===== config.mk =====
export PLATFORM = sky130hd
export DESIGN_NAME = first_occurrence_id_assigner_core
export DESIGN_NICKNAME = d
export VERILOG_FILES = /design/src/hw/rtl/foida_pkg.sv /design/src/hw/rtl/foida_ram.sv /design/src/hw/rtl/foida_search.sv /design/src/hw/rtl/first_occurrence_id_assigner_core.sv
export SDC_FILE = /design/constraint.sdc
export NUM_CORES = 2
export LEC_CHECK = 0
export BUFFER_PORTS_ARGS = -buffer_cell sky130_fd_sc_hd__buf_4
export CORE_MARGIN = 2
export CORE_UTILIZATION = 43
export CTS_CLUSTER_DIAMETER = 30
export DETAILED_ROUTE_END_ITERATION = 8
export PLACE_DENSITY_LB_ADDON = 0.25
export SETUP_SLACK_MARGIN = 0.15
export SLEW_MARGIN = 20
export SYNTH_ARGS = -nofsm -noshare
export SYNTH_HDL_FRONTEND = slang
export SYNTH_HIERARCHICAL = 1
export SYNTH_SLANG_ARGS = --single-unit

===== constraint.sdc =====
create_clock -name clk -period 4.65 [get_ports clk]
set_input_delay 0 -clock clk [delete_from_list [all_inputs] [get_ports clk]]
set_output_delay 0 -clock clk [all_outputs]
set_load 0.1 [all_outputs]

===== src/hw/rtl/foida_pkg.sv =====
package foida_pkg;

  // Table geometry
  localparam int unsigned POSITIONS = 128;
  localparam int unsigned ADDR_W    = $clog2(POSITIONS);
  localparam int unsigned CNT_W     = $clog2(POSITIONS + 1);

  // Field widths
  localparam int unsigned OFFSET_W  = 32;
  localparam int unsigned NUMBER_W  = 7;
  localparam int unsigned DCOUNT_W  = 8;
  localparam int unsigned MAXPAT_W  = 8;

  // Largest values the result fields can carry
  localparam logic [NUMBER_W-1:0] NUMBER_SAT = {NUMBER_W{1'b1}};
  localparam logic [DCOUNT_W-1:0] DCOUNT_SAT = {DCOUNT_W{1'b1}};

  // Reset value of the pattern limit register
  localparam logic [MAXPAT_W-1:0] MAX_PATTERNS_RST = 8'd64;

  // Sequencer states
  typedef enum logic [1:0] {
    ST_IDLE,
    ST_SEARCH,
    ST_RESULT
  } foida_state_t;

  // One input item
  typedef struct packed {
    logic [OFFSET_W-1:0] track_offset;
    logic                first_item;
    logic                last_item;
  } foida_in_t;

  // One result item
  typedef struct packed {
    logic [NUMBER_W-1:0] pattern_number;
    logic                is_new;
    logic [DCOUNT_W-1:0] distinct_count;
    logic                over_limit;
    logic                is_last;
  } foida_res_t;

endpackage


===== src/hw/rtl/foida_ram.sv =====
module foida_ram #(
  parameter int unsigned WIDTH = 32,
  parameter int unsigned DEPTH = 128
) (
  input  logic                     clk,
  input  logic                     wr_en,
  input  logic [$clog2(DEPTH)-1:0] wr_addr,
  input  logic [WIDTH-1:0]         wr_data,
  input  logic                     rd_en,
  input  logic [$clog2(DEPTH)-1:0] rd_addr,
  output logic [WIDTH-1:0]         rd_data
);

  logic [WIDTH-1:0] mem [DEPTH];

  // Write port
  always_ff @(posedge clk) begin
    if (wr_en) begin
      mem[wr_addr] <= wr_data;
    end
  end

  // Registered read port
  always_ff @(posedge clk) begin
    if (rd_en) begin
      rd_data <= mem[rd_addr];
    end
  end

endmodule


===== src/hw/rtl/foida_search.sv =====
module foida_search (
  input  logic                             clk,
  input  logic                             rst_n,
  input  logic                             start,
  input  foida_pkg::foida_in_t             item,
  input  logic [foida_pkg::MAXPAT_W-1:0]   max_patterns,
  output logic                             idle,
  output logic                             res_valid,
  input  logic                             res_ready,
  output foida_pkg::foida_res_t            res
);

  foida_pkg::foida_state_t state_r, state_nxt;

  logic [foida_pkg::CNT_W-1:0]    count_r, count_nxt;
  logic [foida_pkg::CNT_W-1:0]    iss_r, iss_nxt;
  logic [foida_pkg::ADDR_W-1:0]   cmp_addr_r, cmp_addr_nxt;
  logic                           pend_r, pend_nxt;
  logic                           found_r, found_nxt;
  logic [foida_pkg::ADDR_W-1:0]   num_r, num_nxt;
  foida_pkg::foida_in_t           item_r;

  logic                           rd_en;
  logic [foida_pkg::OFFSET_W-1:0] rd_data;
  logic                           wr_en;

  logic                           fresh;
  logic                           room;
  logic [foida_pkg::CNT_W-1:0]    cnt_new;
  logic [foida_pkg::ADDR_W-1:0]   number;
  logic [31:0]                    num_ext;
  logic [31:0]                    cnt_ext;

  // Offset store, entry k holds the offset numbered k
  foida_ram #(
    .WIDTH(foida_pkg::OFFSET_W),
    .DEPTH(foida_pkg::POSITIONS)
  ) u_store (
    .clk     (clk),
    .wr_en   (wr_en),
    .wr_addr (count_r[foida_pkg::ADDR_W-1:0]),
    .wr_data (item_r.track_offset),
    .rd_en   (rd_en),
    .rd_addr (iss_r[foida_pkg::ADDR_W-1:0]),
    .rd_data (rd_data)
  );

  // Hold the accepted item
  always_ff @(posedge clk) begin
    if (start) begin
      item_r <= item;
    end
  end

  // Control registers
  always_ff @(posedge clk) begin
    if (!rst_n) begin
      state_r <= foida_pkg::ST_IDLE;
      count_r <= '0;
      iss_r   <= '0;
      pend_r  <= 1'b0;
      found_r <= 1'b0;
    end else begin
      state_r <= state_nxt;
      count_r <= count_nxt;
      iss_r   <= iss_nxt;
      pend_r  <= pend_nxt;
      found_r <= found_nxt;
    end
  end

  always_ff @(posedge clk) begin
    cmp_addr_r <= cmp_addr_nxt;
    num_r      <= num_nxt;
  end

  // Result of the finished search
  always_comb begin
    fresh   = !found_r;
    room    = count_r < foida_pkg::CNT_W'(foida_pkg::POSITIONS);
    cnt_new = (fresh && room) ? count_r + foida_pkg::CNT_W'(1) : count_r;
    if (!fresh) begin
      number = num_r;
    end else if (room) begin
      number = count_r[foida_pkg::ADDR_W-1:0];
    end else begin
      number = foida_pkg::ADDR_W'(foida_pkg::POSITIONS - 1);
    end
    num_ext = 32'(number);
    cnt_ext = 32'(cnt_new);

    res.pattern_number = (num_ext > 32'(foida_pkg::NUMBER_SAT)) ?
                         foida_pkg::NUMBER_SAT : num_ext[foida_pkg::NUMBER_W-1:0];
    res.is_new         = fresh;
    res.distinct_count = (cnt_ext > 32'(foida_pkg::DCOUNT_SAT)) ?
                         foida_pkg::DCOUNT_SAT : cnt_ext[foida_pkg::DCOUNT_W-1:0];
    res.over_limit     = (cnt_ext > 32'(max_patterns)) ||
                         (cnt_ext >= 32'(foida_pkg::POSITIONS));
    res.is_last        = item_r.last_item;
  end

  // Sequencer: issue one read per cycle, compare the read in the cycle after
  always_comb begin
    state_nxt    = state_r;
    count_nxt    = count_r;
    iss_nxt      = iss_r;
    pend_nxt     = pend_r;
    found_nxt    = found_r;
    cmp_addr_nxt = cmp_addr_r;
    num_nxt      = num_r;
    rd_en        = 1'b0;
    wr_en        = 1'b0;
    idle         = 1'b0;
    res_valid    = 1'b0;

    case (state_r)
      foida_pkg::ST_IDLE: begin
        idle = 1'b1;
        if (start) begin
          if (item.first_item) begin
            count_nxt = '0;
          end
          iss_nxt   = '0;
          pend_nxt  = 1'b0;
          found_nxt = 1'b0;
          state_nxt = foida_pkg::ST_SEARCH;
        end
      end

      foida_pkg::ST_SEARCH: begin
        // Issue the next stored entry
        if (iss_r < count_r) begin
          rd_en        = 1'b1;
          iss_nxt      = iss_r + foida_pkg::CNT_W'(1);
          cmp_addr_nxt = iss_r[foida_pkg::ADDR_W-1:0];
          pend_nxt     = 1'b1;
        end else begin
          pend_nxt = 1'b0;
        end
        // Check the entry read last cycle
        if (pend_r && (rd_data == item_r.track_offset)) begin
          found_nxt = 1'b1;
          num_nxt   = cmp_addr_r;
          pend_nxt  = 1'b0;
          state_nxt = foida_pkg::ST_RESULT;
        end else if (!pend_r && (iss_r == count_r)) begin
          state_nxt = foida_pkg::ST_RESULT;
        end
      end

      foida_pkg::ST_RESULT: begin
        res_valid = 1'b1;
        if (res_ready) begin
          wr_en     = fresh && room;
          count_nxt = cnt_new;
          state_nxt = foida_pkg::ST_IDLE;
        end
      end

      default: begin
        state_nxt = foida_pkg::ST_IDLE;
      end
    endcase
  end

endmodule


===== src/hw/rtl/first_occurrence_id_assigner_core.sv =====
// Flow: an accepted offset is compared with the stored entries in order; the scan stops at the
// first match, else after all N, N being the distinct offsets stored so far; then a result is offered.
// Throughput: one item at a time; the store is scanned one entry per cycle through its single read
// port, and each entry is compared in the cycle after its read is issued.
// An output register holds a finished result so the next item can enter meanwhile.
// Reset: synchronous, active low; count to zero, max_patterns to 64, offset store left as is.
module first_occurrence_id_assigner_core (
  input  logic        clk,
  input  logic        rst_n,
  // Input beats
  input  logic        in_tvalid,
  output logic        in_tready,
  input  logic [31:0] in_tdata,   // [31:0] track_offset
  input  logic        in_tuser,   // [0] first_item
  input  logic        in_tlast,   // last_item
  // Result beats
  output logic        out_tvalid,
  input  logic        out_tready,
  output logic [23:0] out_tdata,  // [6:0] pattern_number, [7] is_new,
                                  // [15:8] distinct_count, [16] over_limit, [23:17] zero
  output logic        out_tlast,  // is_last
  // Configuration
  input  logic        cfg_wr_en,
  input  logic [7:0]  cfg_wr_data // max_patterns
);

  logic [foida_pkg::MAXPAT_W-1:0] max_patterns_r;
  foida_pkg::foida_in_t           item;
  foida_pkg::foida_res_t          res;
  foida_pkg::foida_res_t          out_res_r;
  logic                           out_valid_r;
  logic                           idle;
  logic                           res_valid;
  logic                           res_ready;
  logic                           in_fire;

  // Pattern limit register
  always_ff @(posedge clk) begin
    if (!rst_n) begin
      max_patterns_r <= foida_pkg::MAX_PATTERNS_RST;
    end else if (cfg_wr_en) begin
      max_patterns_r <= cfg_wr_data;
    end
  end

  // Unpack input beat
  always_comb begin
    item.track_offset = in_tdata;
    item.first_item   = in_tuser;
    item.last_item    = in_tlast;
  end

  assign in_tready = idle;
  assign in_fire   = in_tvalid && in_tready;

  foida_search u_search (
    .clk          (clk),
    .rst_n        (rst_n),
    .start        (in_fire),
    .item         (item),
    .max_patterns (max_patterns_r),
    .idle         (idle),
    .res_valid    (res_valid),
    .res_ready    (res_ready),
    .res          (res)
  );

  // Output register: load when empty or being drained
  assign res_ready = !out_valid_r || out_tready;

  always_ff @(posedge clk) begin
    if (!rst_n) begin
      out_valid_r <= 1'b0;
    end else if (res_ready) begin
      out_valid_r <= res_valid;
    end
  end

  always_ff @(posedge clk) begin
    if (res_valid && res_ready) begin
      out_res_r <= res;
    end
  end

  assign out_tvalid = out_valid_r;
  assign out_tdata  = {7'd0, out_res_r.over_limit, out_res_r.distinct_count,
                       out_res_r.is_new, out_res_r.pattern_number};
  assign out_tlast  = out_res_r.is_last;

`ifndef SYNTH
  // Block is still busy in the cycle after it takes a beat
  a_busy_after_accept: assert property (@(posedge clk) disable iff (!rst_n)
    in_fire |=> !in_tready)
    else $error("input accepted twice in consecutive cycles");

  // A repeated offset must carry a number below the running count
  a_old_number_in_range: assert property (@(posedge clk) disable iff (!rst_n)
    (out_valid_r && !out_res_r.is_new) |->
      (8'(out_res_r.pattern_number) < out_res_r.distinct_count))
    else $error("repeated offset numbered at or above the count");

  // Count never exceeds the table depth
  a_count_bound: assert property (@(posedge clk) disable iff (!rst_n)
    out_valid_r |-> (32'(out_res_r.distinct_count) <= foida_pkg::POSITIONS))
    else $error("distinct count beyond table depth");

  // A result is offered only while no item is being accepted
  a_result_not_idle: assert property (@(posedge clk) disable iff (!rst_n)
    res_valid |-> !in_tready)
    else $error("result offered while accepting input");
`endif

endmodule

# Word-level counts from Yosys, hierarchy flattened
# Memory sizes are Yosys's and may differ from the RTL's. A register that Yosys moved wholly into a read port is not among the register bits.
# Cells that the tools add are included.
# word_totals
reg_bits	94
ramBits	4096
input_bits	47
out_inout_bits	27
wordCells	81
n_memories	1
# op_classes
addsub	2
n_lt_le_gt_ge	4
eq_ne	10
muxes	28
reduce_logical	20
# mem_list
name	words	width	read_ports	rd_clocked_by_memory_dff	wr	line_no	rtl
u_search.u_store.mem	128	32	1	1	1	foida_ram.sv:14	logic [WIDTH-1:0] mem [DEPTH];
# ops
op	n
two-way mux 8 bit	6
equality test 32 bit	1
case mux 8 bit (2 select lines)	2
adder 8 x 1 -> 8 bit, second input constant	2
two-way mux 7 bit	2
two-way mux 1 bit	11
AND reduction 3 bit	3
equality test 8 bit	1
greater-or-equal comparator 8 bit, second input constant	1
> comparator 8 bit	1
less-than comparator 8 bit	1
less-than comparator 8 bit, second input constant	1
two-way mux 2 bit	4
inequality test 2 bit, second input constant	3
case mux 2 bit (3 select lines)	1
AND reduction 2 bit	3
logical AND 1 bit	5
inequality test 2 x 1 -> 1 bit, second input constant	2
case mux 1 bit (2 select lines)	2
AND reduction 4 bit	1
nonzero test 2 bit	2
zero test 1 bit	3
inequality test 3 x 1 -> 1 bit, second input constant	1
equality test 2 x 1 -> 1 bit, second input constant	1
other kinds (3)	4

# Depth between registers and ports, before layout
# logic_depth
depth_word	6
mapped_depth	11
ltp_nobuf	10

# Cells and area by module
# Netlist, hierarchy kept.
# modules_own_cells
module	instances	cells_each	area_per_inst_um2	seq_area_each_um2
foida_ram	1	5990	156596.4	123958.9
foida_search	1	310	3483.3	1811.7
first_occurrence_id_assigner_core	1	57	945.9	720.7

# Worst setup path before layout
# No wires, ideal clock.
# synth_timing
path_type	reg-to-reg
start	register out_valid_r, in the netlist out_tvalid
end	memory u_search.u_store.mem[98][0], enable pin
setup_time_ns	0.461
arrival_time_ns	4.040
required_ns	4.189
path_slack_ns	0.149
stages_incl_launch_ff	7
period_less_slack_ns	4.501
cell_sequence	dfxtp_1 nand2b_1 nand2_1 nor3_1 clkbuf_1 nand4_1 nor3_1
# synth_between
elab_chain_len	6
# synth_lines
element	line_no	rtl
start: declaration	first_occurrence_id_assigner_core.sv:31	logic out_valid_r;
start signal: assignment	first_occurrence_id_assigner_core.sv:75	out_valid_r <= res_valid;
zero test 1 bit	first_occurrence_id_assigner_core.sv:69	assign res_ready = !out_valid_r || out_tready;
logical OR 1 bit	first_occurrence_id_assigner_core.sv:69	
net res_ready	first_occurrence_id_assigner_core.sv:34	logic res_ready;
two-way mux 1 bit	foida_search.sv:153	if (res_ready) begin
two-way mux 1 bit	foida_search.sv:116	case (state_r)
net u_search.wr_en	foida_search.sv:25	logic wr_en;
two-way mux 1 bit	foida_ram.sv:18	if (wr_en) begin
two-way mux 1 bit (implied by the code)	foida_ram.sv:19	mem[wr_addr] <= wr_data;
end: declaration	foida_ram.sv:14	
# The timed path passes the listed nets, and every way through them passes these cells.

# Final worst setup path
# layout_timing
start	register u_search.state_r[1]
end	memory u_search.u_store.mem[55][16], enable pin
# layout_between
elab_chain_len	4
# layout_lines
element	line_no	rtl
start: declaration	foida_search.sv:13	foida_pkg::foida_state_t state_r, state_nxt;
start signal: assignment	foida_search.sv:58	state_r <= foida_pkg::ST_IDLE;
start signal: assignment	foida_search.sv:64	state_r <= state_nxt;
equality test 2 bit	foida_search.sv:116	
two-way mux 1 bit	foida_search.sv:116	
net u_search.wr_en	foida_search.sv:25	
two-way mux 1 bit	foida_ram.sv:18	
two-way mux 1 bit (implied by the code)	foida_ram.sv:19	
# The timed path passes the listed nets, and every way through them passes these cells.

==> summary.txt <==
Floorplanning
  – Die ar.: approximately 380000 um^2
  – I/O pin total: 74
  – CORE AREA: 372500 um^2
  – Starting Density: a little over two fifths
  – Rows: 224
  – Die span in x: 615.9 um
  – Die Ht: 615.9 um

Clock tree
  – # hold bufs at CTS: ~110
  – CTS Buf Count: 762
  – Clock sink count: 4222
  – CTS tree: built
  – Depth of the CTS H-tree: 6
  – Post-CTS Setup Bufs: 0
  – Clock-pin slew on the worst setup and hold paths: 0.05 ns
  – CTS Root Cell: clkbuf_16
  – Post-CTS resize count: 0
  – Clock Tree Buf Depth: 4
  – Later-pin clock latency in the skew report: 1.08 ns

Worst setup path
  – Worst setup SP type: register
  – WS Path Type: reg2reg
  – Required time of the critical path: around 5.3 ns
  – CP endpoint kind: register
  – Crit path arrival time: 4.84 ns
  – Critical R2R Capture: u_search/u_store/mem[55][16]
  – CP Max Fanout: 13
  – FF-to-FF path depth: 8
  – R2R Setup Slk: 0.50 ns
  – Worst Setup SP: u_search/state_r[1]
  – Reg2reg start: u_search/state_r[1]
  – CP endpoint: u_search/u_store/mem[55][16]

Synth
  – Largest family of logic cells by synthesized area: multiplexers
  – Number of library cell types mapped by synthesis: 58
  – Synth Area per Inst: between 20 and 30 um^2
  – Adder-cell share of the synthesized area: 0.1243%
  – Top cells by count, synth: edfxtp_1, mux4_2, clkbuf_1
  – Post-synth EDFFs: between 4000 and 5000
  – Number of synthesized register bits: roughly 4200
  – Ranking of synthesized cells by area: edfxtp_1, mux4_2, clkbuf_1
  – Yosys top cell by area: edfxtp_1
  – Share of the synthesized area in the top cell type: around four fifths
  – Most common flop cell mapped by yosys: edfxtp_1
  – Post-Synth XOR/XNOR Area: 0.2347%
  – Sequential element share of the synthesized area: 78.55%
  – Most common cell in the netlist: edfxtp_1
  – Simple-Gate Fraction of Synth Area: less than 1%
  – Synthesized area: 161000 um^2
  – Synthesis warning total: 6
  – Share of async-settable or async-resettable flops after synthesis: 0%
  – Post-synthesis cell count: 6357
  – Multiplexer share of the synthesized area: 19.08%
  – Complex-gate fraction of the synthesized area: 0.2207%

Power and ir drop
  – Worst-case vdd ir drop: between 0.3 and 0.4 mV
  – Lkg Pwr: 61.26 nW
  – PwrDens: 517.5 nW/um^2

Drt
  – Via count: roughly 78000
  – Iter 0 DRT Violations: 12300
  – Drt wl/cell: 34.80 um
  – WL final: 452400 um
  – Post-route ant nets: 0
  – DRC viols: 0
  – DRT Pass-1 Iters: 5
  – Drt via density: 6.028

Global routing
  – Grt ovf: 0
  – First-pass GRT wire length: 626800 um
  – Initial antenna violation count: 55
  – Vias in the first global route: 79510
  – Largest net degree at the start of global routing: 113
  – Global-route usage over all layers: 23.76%

Layout
  – FF+latch area: 126500 um^2
  – Net count, final: 7388
  – Fin util: 53.34%
  – Filler cells: 27680
  – Layout cell share with drive strength beyond 1: between 30% and 40%
  – Area grow syn2layout: 23.39%
  – Area of the multi-input gates: 34000 um^2

Place
  – I/O Buffers: 66
  – Dpl hpwl: roughly 250000 um
  – Final Wtd Congestion: slightly above 0.8

Timing
  – Fmax: roughly 240 MHz
  – Max-slew violations: 0
  – Final TNS setup: 0 ns
  – Worst slew margin: around a fifth
  – RSZ-0062 raised after global routing: false
  – Worst slew pin tran: 1.202 ns
  – Min Tclk post-route: between 4 and 5 ns
  – Final Hold Viols: 0
  – Clk_skew: 0.06425 ns
  – Crit share post-route: 89.17%
  – Final setup fails: 0

Run
  – Max_cap viols: 0

Hold path
  – Hold Path Origin: in_tdata[8]
  – HP Class: in2reg

Status
  – Outcome: finished clean
## final cells by class
type / instances / share of cell area (%)
tap: 4972 / 3.131
inverter: 20 / 0.03778
timing repair buffer: 533 / 2.600
clock inverter: 565 / 3.496
multi-input combinational: 1786 / 17.11
clock buffer: 856 / 9.887
antenna: 48 / 0.06046
sequential: 4222 / 63.68
## metal layers
layer / vias up / share of wire, % / GRT usage (%)
met5: - / 0.010 / 0
met4: 6 / 2.4 / 6.233
met3: 655 / 12 / 6.647
met2: 4741 / 46 / 36.39
met1: 42840 / 39 / 33.77
li1: 30130 / - / -
## how the worst min path moves through the flow
stage / slack [ns] / depth (start not counted) / to
2_1_floorplan: 0.06 / 1 / max_patterns_r[6]
3_3_place_gp: 0.18 / 1 / u_search/item_r[10]
3_5_place_dp: 0.18 / 1 / u_search/item_r[33]
4_1_cts: 0.11 / 3 / u_search/item_r[12]
5_1_grt: 0.18 / 3 / u_search/item_r[23]
6_report: 0.19 / 3 / u_search/item_r[10]
## sequential cells by signal (all words and copies together) (netlist names), 7 cells and up
name	cells
u_search/u_store/rd_data	32
u_search/item_r	32
u_search/u_store/mem	4096
u_search/count_r	8
max_patterns_r	8
u_search/cmp_addr_r	7
u_search/iss_r	8
u_search/num_r	7
out_tdata	17
## placed cells by master (no fill, tap or decap), types with 8 or more instances in the layout
cell / instances
edfxtp_1: 4193
mux4_2: 1344
clkbuf_16: 772
buf_4: 350
nor2_4: 119
clkinv_1: 110
dlygate4sd3_1: 107
bufinv_16: 104
clkinv_2: 96
clkbuf_1: 83
clkinvlp_4: 69
clkinv_4: 68
buf_12: 68
inv_6: 62
diode_2: 48
nand2_1: 35
mux2_2: 32
xor2_1: 31
clkinv_16: 26
nor2b_1: 22
dfxtp_1: 22
inv_1: 20
nand3_1: 19
nor2_1: 18
o21ai_0: 17
ha_1: 16
inv_16: 13
a21oi_1: 10
mux2i_1: 9
inv_8: 9
nor3_2: 9
clkinv_8: 8
nand4_1: 8
## per-stage QoR
stage               power (mW)  worst slack (ns)  hold slack, ns  instances  instance area, um^2
global route             105.4            0.3455          0.1815      12970               198600
detailed placement       47.18            0.4990          0.1802      11430               170900
floorplan                45.62            0.1490         0.06194       6363               161000
finish                   102.8            0.5038          0.1913      13000               198700
global placement         47.08            0.5387          0.1806      11430               170900
CTS                      103.4            0.4937          0.1080      12950               198500
## report_power, final
part / internal (mW) / switching [mW] / total [mW] / leakage [nW]
clock: 36.5 / 19.8 / 56.3 / 12.7
combinational: 1.62 / 2.50 / 4.11 / 10.6
sequential: 42.3 / 0.108 / 42.4 / 37.9
## logic make-up after synthesis
| logic type | Yosys count |
|---|---|
| DFF | 4222 |
| muxes | 1385 |
| buffers and inverters | 355 |
| and+or+nand+nor | 283 |
| AOI/OAI and AO/OA | 55 |
| xor gates and xnor gates | 40 |
| adders and majority gates | 16 |
| other | 1 |
## critical path: stages, from the launching register on
cell and delay (ns):
dfxtp_1 0.45, and2b_2 0.23, nand2_1 0.11, nor3_1 0.69
buf_4 0.37, nand4_1 0.45, buf_4 0.49, nor2_4 0.51
buf_4 0.45
No activity file was read; power rests on OpenSTA's default activity.
